<file path="config.mk">
export PLATFORM = sky130hd
export DESIGN_NAME = ddq_cell
export DESIGN_NICKNAME = d
export VERILOG_FILES = /design/src/design/ddq_pkg.sv /design/src/design/ddq_cell.sv
export SDC_FILE = /design/constraint.sdc
export NUM_CORES = 1
export LEC_CHECK = 0
export ABC_CLOCK_PERIOD_IN_PS = 1800
export CORE_MARGIN = 2
export CORE_UTILIZATION = 62
export CTS_BUF_LIST = sky130_fd_sc_hd__clkbuf_4 sky130_fd_sc_hd__clkbuf_8
export CTS_CLUSTER_DIAMETER = 40
export DETAILED_ROUTE_END_ITERATION = 6
export DONT_BUFFER_PORTS = 1
export GPL_TIMING_DRIVEN = 0
export HOLD_SLACK_MARGIN = 0.05
export PLACE_DENSITY = 0.78
export SLEW_MARGIN = 20
export SYNTH_ARGS = -nofsm -noshare
export SYNTH_HDL_FRONTEND = slang
export SYNTH_SLANG_ARGS = --single-unit
</file>
<file path="constraint.sdc">
create_clock -name clk_i -period 1.8 [get_ports clk_i]
set_input_delay 0.18 -clock clk_i [delete_from_list [all_inputs] [get_ports clk_i]]
set_output_delay 0.18 -clock clk_i [all_outputs]
set_load 0.01 [all_outputs]
</file>
<file path="src/design/ddq_pkg.sv">
// ----------------------------------------------------------------------------
// ddq_pkg: shared types and constants of the double-ended queue
// Holds the action and status codes, the control state encoding, the per-cell
// command and the control bundle passed from the sequencer to the cell row.
// ----------------------------------------------------------------------------
package ddq_pkg;

  // Default number of cells in the row
  localparam int unsigned DepthDef = 256;
  // Width of one stored value
  localparam int unsigned DataW    = 32;
  // Width of the reported item count
  localparam int unsigned ItemCntW = 9;

  typedef enum logic [1:0] {
    ACT_PUSH_FRONT = 2'd0,
    ACT_PUSH_BACK  = 2'd1,
    ACT_POP_FRONT  = 2'd2,
    ACT_POP_BACK   = 2'd3
  } action_e;

  typedef enum logic [1:0] {
    ST_OK        = 2'd0,
    ST_UNDERFLOW = 2'd1,
    ST_OVERFLOW  = 2'd2
  } status_e;

  typedef enum logic {
    S_IDLE = 1'b0,
    S_READ = 1'b1
  } state_e;

  typedef enum logic [1:0] {
    CMD_HOLD       = 2'd0,
    CMD_SHIFT_UP   = 2'd1,
    CMD_SHIFT_DOWN = 2'd2,
    CMD_LOAD       = 2'd3
  } cell_cmd_e;

  // Control bundle from the sequencer to the cell row
  typedef struct packed {
    logic    shift_up;    // push at the front: every value moves one cell up
    logic    shift_down;  // pop at the front: every value moves one cell down
    logic    load_back;   // push at the back: the cell past the last one loads
    logic    take_front;  // a pop at the front succeeds
    logic    take_back;   // a pop at the back succeeds
    logic    accept;      // a transaction is taken this cycle
    logic    read_ends;   // sample the front and back cells
    status_e status;      // status of the transaction being taken
  } chain_ctrl_t;

endpackage

</file>
<file path="src/design/ddq_cell.sv">
// ----------------------------------------------------------------------------
// ddq_cell: one storage cell of the queue row
// Holds one value and, per command, keeps it, takes the value of the lower
// or upper neighbour, or loads the pushed value.
// ----------------------------------------------------------------------------
module ddq_cell (
  input  logic                                clk_i,
  input  ddq_pkg::cell_cmd_e                  cmd_i,
  input  logic signed [ddq_pkg::DataW-1:0]    lower_i,
  input  logic signed [ddq_pkg::DataW-1:0]    upper_i,
  input  logic signed [ddq_pkg::DataW-1:0]    value_i,
  output logic signed [ddq_pkg::DataW-1:0]    data_o
);

  logic signed [ddq_pkg::DataW-1:0] data_q;
  logic signed [ddq_pkg::DataW-1:0] data_d;

  // Select the next content of the cell
  always_comb begin
    case (cmd_i)
      ddq_pkg::CMD_SHIFT_UP:   data_d = lower_i;
      ddq_pkg::CMD_SHIFT_DOWN: data_d = upper_i;
      ddq_pkg::CMD_LOAD:       data_d = value_i;
      default:                 data_d = data_q;
    endcase
  end

  // Hold the value
  always_ff @(posedge clk_i) begin
    data_q <= data_d;
  end

  assign data_o = data_q;

endmodule

</file>
==> flow_metrics.py <==
metrics = {
    "outcome": {
        "status": "finished, final reports clean",
    },
    "timing": {
        "timing.setup.tns_ns": 0,
        "crit_share_post_route_pct": 61.4,
        "final-setup-viol-count": 0,
        "hold-worst-slack_ns": 0.0898,
        "max_clock_freq_mhz": 904,
        "finalMaxSlewViolations": 0,
        "worst-slew-pin-transition_ns": 0.745,
        "postLayoutSetupSlackWorst_ns": 0.694,
        "max-slew-margin-rel_pct": 50.3,
        "final_hold_viol_count": 0,
        "grt_setup_unrepaired": "false",
        "layout_min_cycle_time_ns": 1.11,
    },
    "final_layout": {
        "flip_flop_count_of_the_largest_register_all_copies_and_words_added": 32,
        "most_used_cells_in_the_layout_excluding_fill_and_tap_cells": "mux2i_1 (32), nor2_1 (32), a21oi_1 (32), edfxtp_1 (32), clkbuf_4 (5)",
        "n_antenna_cell": 0,
        "post_route_cells_drive_above_1_share_pct": 10.1,
        "fill_cells": 188,
        "layout_cell_area_excl_fill_um2": 1790,
        "area_growth_pct": 6.73,
        "fin_nets": 246,
        "seq_area_um2": 961,
        "multi_input_combinational_cell_area_um2": 607,
    },
    "yosys": {
        "post_synth_xor_area_fraction_pct": 0,
        "synthDominantAreaCellType": "edfxtp_1",
        "syn_nets": 239,
        "simple_gate_portion_of_the_synthesized_area_pct": 7.55,
        "synth.cell_area_um2": 1670,
        "netlist_instances": 140,
        "yosys.area_share.adder_pct": 0,
        "post_synthesis_mux_area_share_pct": 19.1,
        "synthDominantCellAreaShare_pct": 57.4,
        "synth_compound_area_share_pct": 9.57,
        "unique_masters_post_synth": 10,
        "netlist_top_cells_area": "edfxtp_1 (57%), mux2i_1 (19%), a21oi_1 (9.6%), nor2_1 (7.2%), buf_12 (3.6%)",
        "combinational_family_with_the_most_area_after_synthesis": "multiplexers",
        "syn_area_per_cell_um2": 11.9,
        "sequential_element_share_of_the_synthesized_area_pct": 57.4,
        "yosysWarningCount": 0,
        "ys_seq_elements": 32,
    },
    "placed_design": {
        "dp_hpwl_um": 2570,
        "placement_cell_area_um2": 1710,
        "placer_congestion": 0.733,
        "io_buffers": 0,
        "placement.setup.worst_slack_ns": 0.351,
    },
    "clocking": {
        "cts.htree.levels": 2,
        "cts_hold_buf": 0,
        "clk_transition_reported_paths_ns": 0.09,
        "clk_root_buf": "clkbuf_4",
        "clock-sinks": 32,
        "longest_clk_path_bufs": 2,
        "cts_setup_buffers": 0,
        "tritoncts.num_buffers": 5,
        "cts_tree": "yes",
        "post_cts_resized": 0,
    },
    "worst_setup_path": {
        "critPathMaxFanout": 32,
        "startpoint_type_of_the_worst_setup_path": "input port",
        "worst-endpoint-required_ns": 1.76,
        "criticalPathCategory": "input port to register",
        "cp-end-kind": "register",
        "cp_data_arrival_time_ns": 1.07,
    },
    "floorplan": {
        "initial_utilization_pct": 66.3,
        "pin_count": 131,
        "height_of_the_chip_um": 55.9,
        "die-area_um2": 3130,
        "floorplan.rows": 18,
        "fp.dieW_um": 55.9,
        "core_footprint_um2": 2520,
    },
    "detailed_routing": {
        "number_of_vias_after_detailed_routing": 1122,
        "drt_pass1_iterations": 4,
        "route.detailed.wl_per_inst_um": 19.3,
        "routed_wl_um": 3430,
        "detail-route-antenna-nets": 0,
        "drcViolationCount": 0,
        "drt_first_iter_violations": 28,
        "routed_via_density": 6.30,
    },
    "grt": {
        "grt_pass1_vias": 1185,
        "antenna_found_initial": 0,
        "grt_remaining_overflow": 0,
        "gr-usage-all-layers_pct": 22.1,
        "grt_start_max_net_pins": 33,
        "grt_first_pass_wirelength_um": 5210,
    },
    "hold_path": {
        "hold_path_depth": 2,
        "hold-path-endpoint": "data_o[24]$_DFFE_PP_",
        "holdCritPathClass": "input port to register",
        "min_from": "lower_i[24]",
    },
    "pwr": {
        "p_leak_nw": 0.715,
        "peak_ir_drop_on_the_vdd_network_uv": 1000,
        "total_design_power_w": 0.00170,
        "power.density_cell_area_nw_per_um2": 951,
    },
    "flow_run": {
        "cap_violations": 0,
    },
}
-- Yosys cell counts --
cell type,n
edfxtp_1,32
buf_4,1
buf_6,1
or2_2,1
buf_2,3
mux2i_1,32
a21oi_1,32
buf_12,3
clkbuf_1,3
nor2_1,32
-- cells by family (layout without fill, tap and decap cells) --
logic type,after synthesis,in the layout
and+or+nand+nor,33,33
muxes,32,32
AOI/OAI and AO/OA,32,32
buffers and inverters,11,19
DFF,32,32
-- metal layers --
metal	wire (µm)	part of all wire (%)	track usage [%]	up-vias
met5	0	0	0	-
met4	85	2.5	12.2	0
met3	424	12	13.0	9
met2	1800	52	38.1	80
met1	1120	33	20.0	507
li1	-	-	-	526
-- power breakdown --
| part | internal (W) | switching [W] |
|---|---|---|
| clock | 0.000283 | 0.000229 |
| sequential | 0.000928 | 0.0000794 |
| combinational | 0.0000817 | 0.0000963 |
-- area by class of cell --
| cell class | instances | area share, % |
|---|---|---|
| sequential | 32 | 53.8 |
| clock buffer | 5 | 2.10 |
| buffer | 11 | 5.89 |
| tap | 30 | 2.10 |
| clock inverter | 3 | 2.10 |
| multi-input combinational | 97 | 34.0 |
-- metrics by stage --
stage	util [%]	cells
6_report	70.8	178
3_3_place_gp	67.8	170
2_1_floorplan	-	140
5_1_grt	70.8	178
3_5_place_dp	67.8	170
4_1_cts	70.8	178
-- worst max path at each step --
stage	from	endpoint	depth (start not counted)
global route	cmd_i[0]	data_o[22]$_DFFE_PP_	3
finish	cmd_i[0]	data_o[0]$_DFFE_PP_	3
detailed placement	cmd_i[0]	data_o[10]$_DFFE_PP_	3
floorplan	cmd_i[0]	data_o[0]$_DFFE_PP_	3
CTS	cmd_i[0]	data_o[31]$_DFFE_PP_	3
global placement	cmd_i[0]	data_o[3]$_DFFE_PP_	3
-- critical path, cell delays in order --
cell,delay [ns]
buf_6,0.13
buf_12,0.14
or2_2,0.61
Power figures use the tool's default switching activity.
