### config.mk
export PLATFORM = sky130hd
export DESIGN_NAME = ddq_ctrl
export DESIGN_NICKNAME = d
export VERILOG_FILES = /design/src/design/ddq_pkg.sv /design/src/design/ddq_ctrl.sv
export SDC_FILE = /design/constraint.sdc
export NUM_CORES = 1
export LEC_CHECK = 0
export ABC_AREA = 1
export BUFFER_PORTS_ARGS = -buffer_cell sky130_fd_sc_hd__clkbuf_2
export CORE_MARGIN = 2
export CORE_UTILIZATION = 55
export DETAILED_ROUTE_END_ITERATION = 16
export PLACE_DENSITY = 0.82
export SLEW_MARGIN = 20
export SYNTH_ARGS = -nofsm -noshare
export SYNTH_HDL_FRONTEND = slang
export SYNTH_SLANG_ARGS = --single-unit
### constraint.sdc
create_clock -name clk_i -period 2.77 [get_ports clk_i]
set_input_delay 0.554 -clock clk_i [delete_from_list [all_inputs] [get_ports clk_i]]
set_output_delay 0.554 -clock clk_i [all_outputs]
set_load 0.01 [all_outputs]
### src/design/ddq_pkg.sv
// ----------------------------------------------------------------------------
// ddq_pkg: shared types and constants of the double-ended queue
// Holds the action and status codes, the control state encoding, the per-cell
// command and the control bundle passed from the sequencer to the cell row.
// ----------------------------------------------------------------------------
package ddq_pkg;

  // Default number of cells in the row
  localparam int unsigned DepthDef = 256;
  // Width of one stored value
  localparam int unsigned DataW    = 32;
  // Width of the reported item count
  localparam int unsigned ItemCntW = 9;

  typedef enum logic [1:0] {
    ACT_PUSH_FRONT = 2'd0,
    ACT_PUSH_BACK  = 2'd1,
    ACT_POP_FRONT  = 2'd2,
    ACT_POP_BACK   = 2'd3
  } action_e;

  typedef enum logic [1:0] {
    ST_OK        = 2'd0,
    ST_UNDERFLOW = 2'd1,
    ST_OVERFLOW  = 2'd2
  } status_e;

  typedef enum logic {
    S_IDLE = 1'b0,
    S_READ = 1'b1
  } state_e;

  typedef enum logic [1:0] {
    CMD_HOLD       = 2'd0,
    CMD_SHIFT_UP   = 2'd1,
    CMD_SHIFT_DOWN = 2'd2,
    CMD_LOAD       = 2'd3
  } cell_cmd_e;

  // Control bundle from the sequencer to the cell row
  typedef struct packed {
    logic    shift_up;    // push at the front: every value moves one cell up
    logic    shift_down;  // pop at the front: every value moves one cell down
    logic    load_back;   // push at the back: the cell past the last one loads
    logic    take_front;  // a pop at the front succeeds
    logic    take_back;   // a pop at the back succeeds
    logic    accept;      // a transaction is taken this cycle
    logic    read_ends;   // sample the front and back cells
    status_e status;      // status of the transaction being taken
  } chain_ctrl_t;

endpackage

### src/design/ddq_ctrl.sv
// ----------------------------------------------------------------------------
// ddq_ctrl: sequencer of the double-ended queue
// Takes a transaction, checks it against the fill count, drives the cell row
// and steps through the read of the new end values.
// ----------------------------------------------------------------------------
module ddq_ctrl #(
  parameter int unsigned Depth = ddq_pkg::DepthDef,
  localparam int unsigned CntW = $clog2(Depth + 1)
) (
  input  logic                  clk_i,
  input  logic                  rst_ni,
  input  logic                  start_i,
  input  logic [1:0]            action_i,
  output logic                  busy_o,
  output ddq_pkg::chain_ctrl_t  ctl_o,
  output logic [CntW-1:0]       count_o
);

  ddq_pkg::state_e  state_q, state_d;
  logic [CntW-1:0]  count_q, count_d;
  logic             accept;
  logic             full;
  logic             empty;
  ddq_pkg::action_e action;

  assign action = ddq_pkg::action_e'(action_i);
  assign full   = (count_q == CntW'(Depth));
  assign empty  = (count_q == '0);
  assign accept = start_i && (state_q == ddq_pkg::S_IDLE);

  // Hold state and fill count
  always_ff @(posedge clk_i or negedge rst_ni) begin
    if (!rst_ni) begin
      state_q <= ddq_pkg::S_IDLE;
      count_q <= '0;
    end else begin
      state_q <= state_d;
      count_q <= count_d;
    end
  end

  // Decide the action on the row, the status and the next count
  always_comb begin
    state_d = state_q;
    count_d = count_q;
    ctl_o   = '0;
    ctl_o.status    = ddq_pkg::ST_OK;
    ctl_o.accept    = accept;
    ctl_o.read_ends = (state_q == ddq_pkg::S_READ);
    case (state_q)
      ddq_pkg::S_IDLE: begin
        if (accept) begin
          state_d = ddq_pkg::S_READ;
          case (action)
            ddq_pkg::ACT_PUSH_FRONT,
            ddq_pkg::ACT_PUSH_BACK: begin
              if (full) begin
                ctl_o.status = ddq_pkg::ST_OVERFLOW;
              end else begin
                ctl_o.shift_up  = (action == ddq_pkg::ACT_PUSH_FRONT);
                ctl_o.load_back = (action == ddq_pkg::ACT_PUSH_BACK);
                count_d         = count_q + 1'b1;
              end
            end
            ddq_pkg::ACT_POP_FRONT,
            ddq_pkg::ACT_POP_BACK: begin
              if (empty) begin
                ctl_o.status = ddq_pkg::ST_UNDERFLOW;
              end else begin
                ctl_o.shift_down = (action == ddq_pkg::ACT_POP_FRONT);
                ctl_o.take_front = (action == ddq_pkg::ACT_POP_FRONT);
                ctl_o.take_back  = (action == ddq_pkg::ACT_POP_BACK);
                count_d          = count_q - 1'b1;
              end
            end
            default: ;
          endcase
        end
      end
      ddq_pkg::S_READ: begin
        state_d = ddq_pkg::S_IDLE;
      end
      default: begin
        state_d = ddq_pkg::S_IDLE;
      end
    endcase
  end

  assign busy_o  = (state_q == ddq_pkg::S_READ);
  assign count_o = count_q;

endmodule

==> impl_metrics.json <==
{
  "status": "completed",
  "power_leakage_nw": 0.626,
  "cts_root_buffer": "clkbuf_4",
  "path_buf_inv": 2,
  "setup_tns_ns": 0,
  "synthTopCellsByArea": "dfrtp_1 (28%), nand2_1 (20%), ha_1 (9.6%)",
  "cp_max_fo": 5,
  "vdd_drop_max_mv": 0.638,
  "dp_cells": 173,
  "ys_ff_latch": 10,
  "path_cells": "nor2_1 -> nand2_1 -> nor2_4 -> inv_1 -> nor3_1 -> clkbuf_2",
  "port_buffers": 23,
  "coreArea_mm2": 0.00152,
  "antenna_found_initial": 0,
  "setup_viol": 0,
  "syn_to_final_growth_pct": 14.7,
  "drive_gt1_share_pct": 21.7,
  "clock_latency_ns": 0.27,
  "cts_setup_buffers": 0,
  "fillers": 129,
  "cts_hold_buf": 0,
  "slew_headroom_pct": 75.2,
  "cap_violations": 0,
  "synthFlopType": "dfrtp_1",
  "cts_buffers": 3,
  "synth-edff-count": 0,
  "slowest_stage": "dfrtp_1",
  "syn_nets": 152,
  "ant_nets": 0,
  "yosysMostFrequentCell": "nand2_1",
  "fin_crit_ns": 2.02,
  "yosys_warnings": 0,
  "place_hpwl_um": 1580,
  "clk_pin_slew_ns": 0.07,
  "drt_first_pass_iters": 4,
  "start_util_pct": 59.6,
  "avgRoutedWirePerCell_um": 11.7,
  "routed_via_density": 5.08,
  "pin_count": 24,
  "cts_tree": "yes",
  "layout.cells.non_filler": 177,
  "clock_path_buffers": 2,
  "wirelength_um": 2060,
  "crit_type": "flop to output port",
  "rows": 14,
  "hold_viol_final": 0,
  "syn_inst": 139,
  "drc": 0,
  "clkSinkCount": 10,
  "worst_path_dominant_cell_family": "simple AND/OR/NAND/NOR gates",
  "ys_seq_area_share_pct": 27.5,
  "crit_path_end_kind": "output port",
  "tightest_slew_ns": 0.372,
  "die-area_mm2": 0.00199,
  "crit_path_start_kind": "flop",
  "gr-usage-all-layers_pct": 24.3,
  "hold_class": "primary input to asynchronous set/reset pin",
  "async_flop_share_pct": 100,
  "cts_resized": 0,
  "period_share_pct": 73.0,
  "vias": 899,
  "yosysTopAreaCellShare_pct": 27.5,
  "grt_pass1_wl_um": 3440,
  "antennaDiodeCount": 0,
  "ys_types": 23,
  "finalClockSkew_ns": 0.00327,
  "grt_pass1_vias": 816,
  "slowest_delay_ns": 0.44,
  "cts_max_level": 1,
  "finish.net_count": 175,
  "slew_viol_final": 0,
  "p_per_area_mw_per_mm2": 1060,
  "grt_max_degree": 14,
  "synthTopCellsByCount": "nand2_1 (49), inv_1 (22), nand3_1 (11), dfrtp_1 (10), nor2_1 (10)",
  "first_iter_violations": 21,
  "gp_congestion": 0.835,
  "overflow": 0,
  "dieWidth_um": 44.6,
  "yosysTopAreaCell": "dfrtp_1",
  "max_freq_mhz": 494,
  "required_ns": 2.22,
  "die_y_um": 44.6,
  "syn_avg_cell_area_um2": 6.54,
  "grt_setup_unrepaired": "false",
  "syn_area_um2": 908,
  "crit_arrival_ns": 1.47
}
## final timing paths
path / start / endpoint / slack, ns / depth (start not counted)
worst max register to register: count_o[0]$_DFFE_PN0P_ / count_o[6]$_DFFE_PN0P_ / 1.06 / 10
min in group clk_i: busy_o$_DFF_PN0_ / busy_o$_DFF_PN0_ / 0.51 / 1
worst min register to register: busy_o$_DFF_PN0_ / busy_o$_DFF_PN0_ / 0.51 / 1
max in group asynchronous: rst_ni / count_o[1]$_DFFE_PN0P_ / 2.42 / 1
worst min-delay path: rst_ni / count_o[4]$_DFFE_PN0P_ / 0.14 / 1
worst max-delay path: count_o[1]$_DFFE_PN0P_ / ctl_o[1] / 0.75 / 6
## layer usage
metal	vias up	GRT usage, %	wire (um)
met5	-	0	0
met4	0	12.7	47
met3	4	3.67	78
met2	25	42.3	1040
met1	400	28.2	900
li1	470	-	-
## worst register-to-register path, cell delays in order (launching register included)
cell and delay (ns):
dfrtp_1 0.44, inv_1 0.12, fa_1 0.48, inv_1 0.07, nand2_1 0.05, nand2_1 0.09
nand3_1 0.11, nand2_1 0.07, nand2_1 0.05, nand3_1 0.07, nand2_1 0.05
## registers in the layout (all words and copies together), names as in the netlist
name     cells
busy_o       1
count_o      9
## metrics by stage
| stage | util (%) | total power, mW | hold slack (ns) | instance area [um2] | setup slack [ns] |
|---|---|---|---|---|---|
| finish | 68.4 | 1.10 | 0.139 | 1040 | 0.747 |
| global route | 68.4 | 1.22 | 0.158 | 1040 | 0.662 |
| CTS | 68.4 | 1.11 | 0.146 | 1040 | 0.756 |
| detailed placement | 66.0 | 0.961 | 0.439 | 1010 | 0.840 |
| global placement | 66.0 | 0.939 | 0.439 | 1010 | 0.882 |
| floorplan | - | 0.787 | 0.258 | 908 | 1.00 |
## where the power goes
part	total, mW	switching (mW)	leakage (nW)	internal (mW)
combinational	0.670	0.401	0.483	0.269
clock	0.137	0.0570	0.0210	0.0799
sequential	0.297	0.0845	0.122	0.212
## kinds of logic after synthesis
| logic type | Yosys count | synth area share (%) |
|---|---|---|
| simple gates | 82 | 38.8 |
| buf+inv | 28 | 13.6 |
| flops | 10 | 27.5 |
| fa+ha+maj | 8 | 11.8 |
| compound gates | 7 | 4.27 |
| xor+xnor | 4 | 3.86 |
## placed cells by master, fill, tap and decap left out
master	n
inv_1	22
or2_2	1
nand3b_1	1
xnor2_1	1
o21ai_2	1
o21ai_1	3
nand2_2	3
clkbuf_8	1
nor2_1	10
nand2_1	49
nand3_1	11
fa_1	1
dfrtp_1	10
nor2_4	1
nand4_1	1
ha_1	7
clkbuf_4	3
clkbuf_2	23
inv_2	1
nor3_1	4
a21oi_1	3
nor2_2	1
xor2_1	3
## cell type report
cell class                      instances  area (um2)  share of cell area, %
Clock buffer                            4        36.3                   3.48
Inverter                               23        86.3                   8.28
Multi-Input combinational cell        101         534                   51.3
Sequential cell                        10         250                   24.0
Tap cell                               16        20.0                   1.92
Timing Repair Buffer                   23         115                   11.0
No activity file was read; power rests on OpenSTA's default activity.
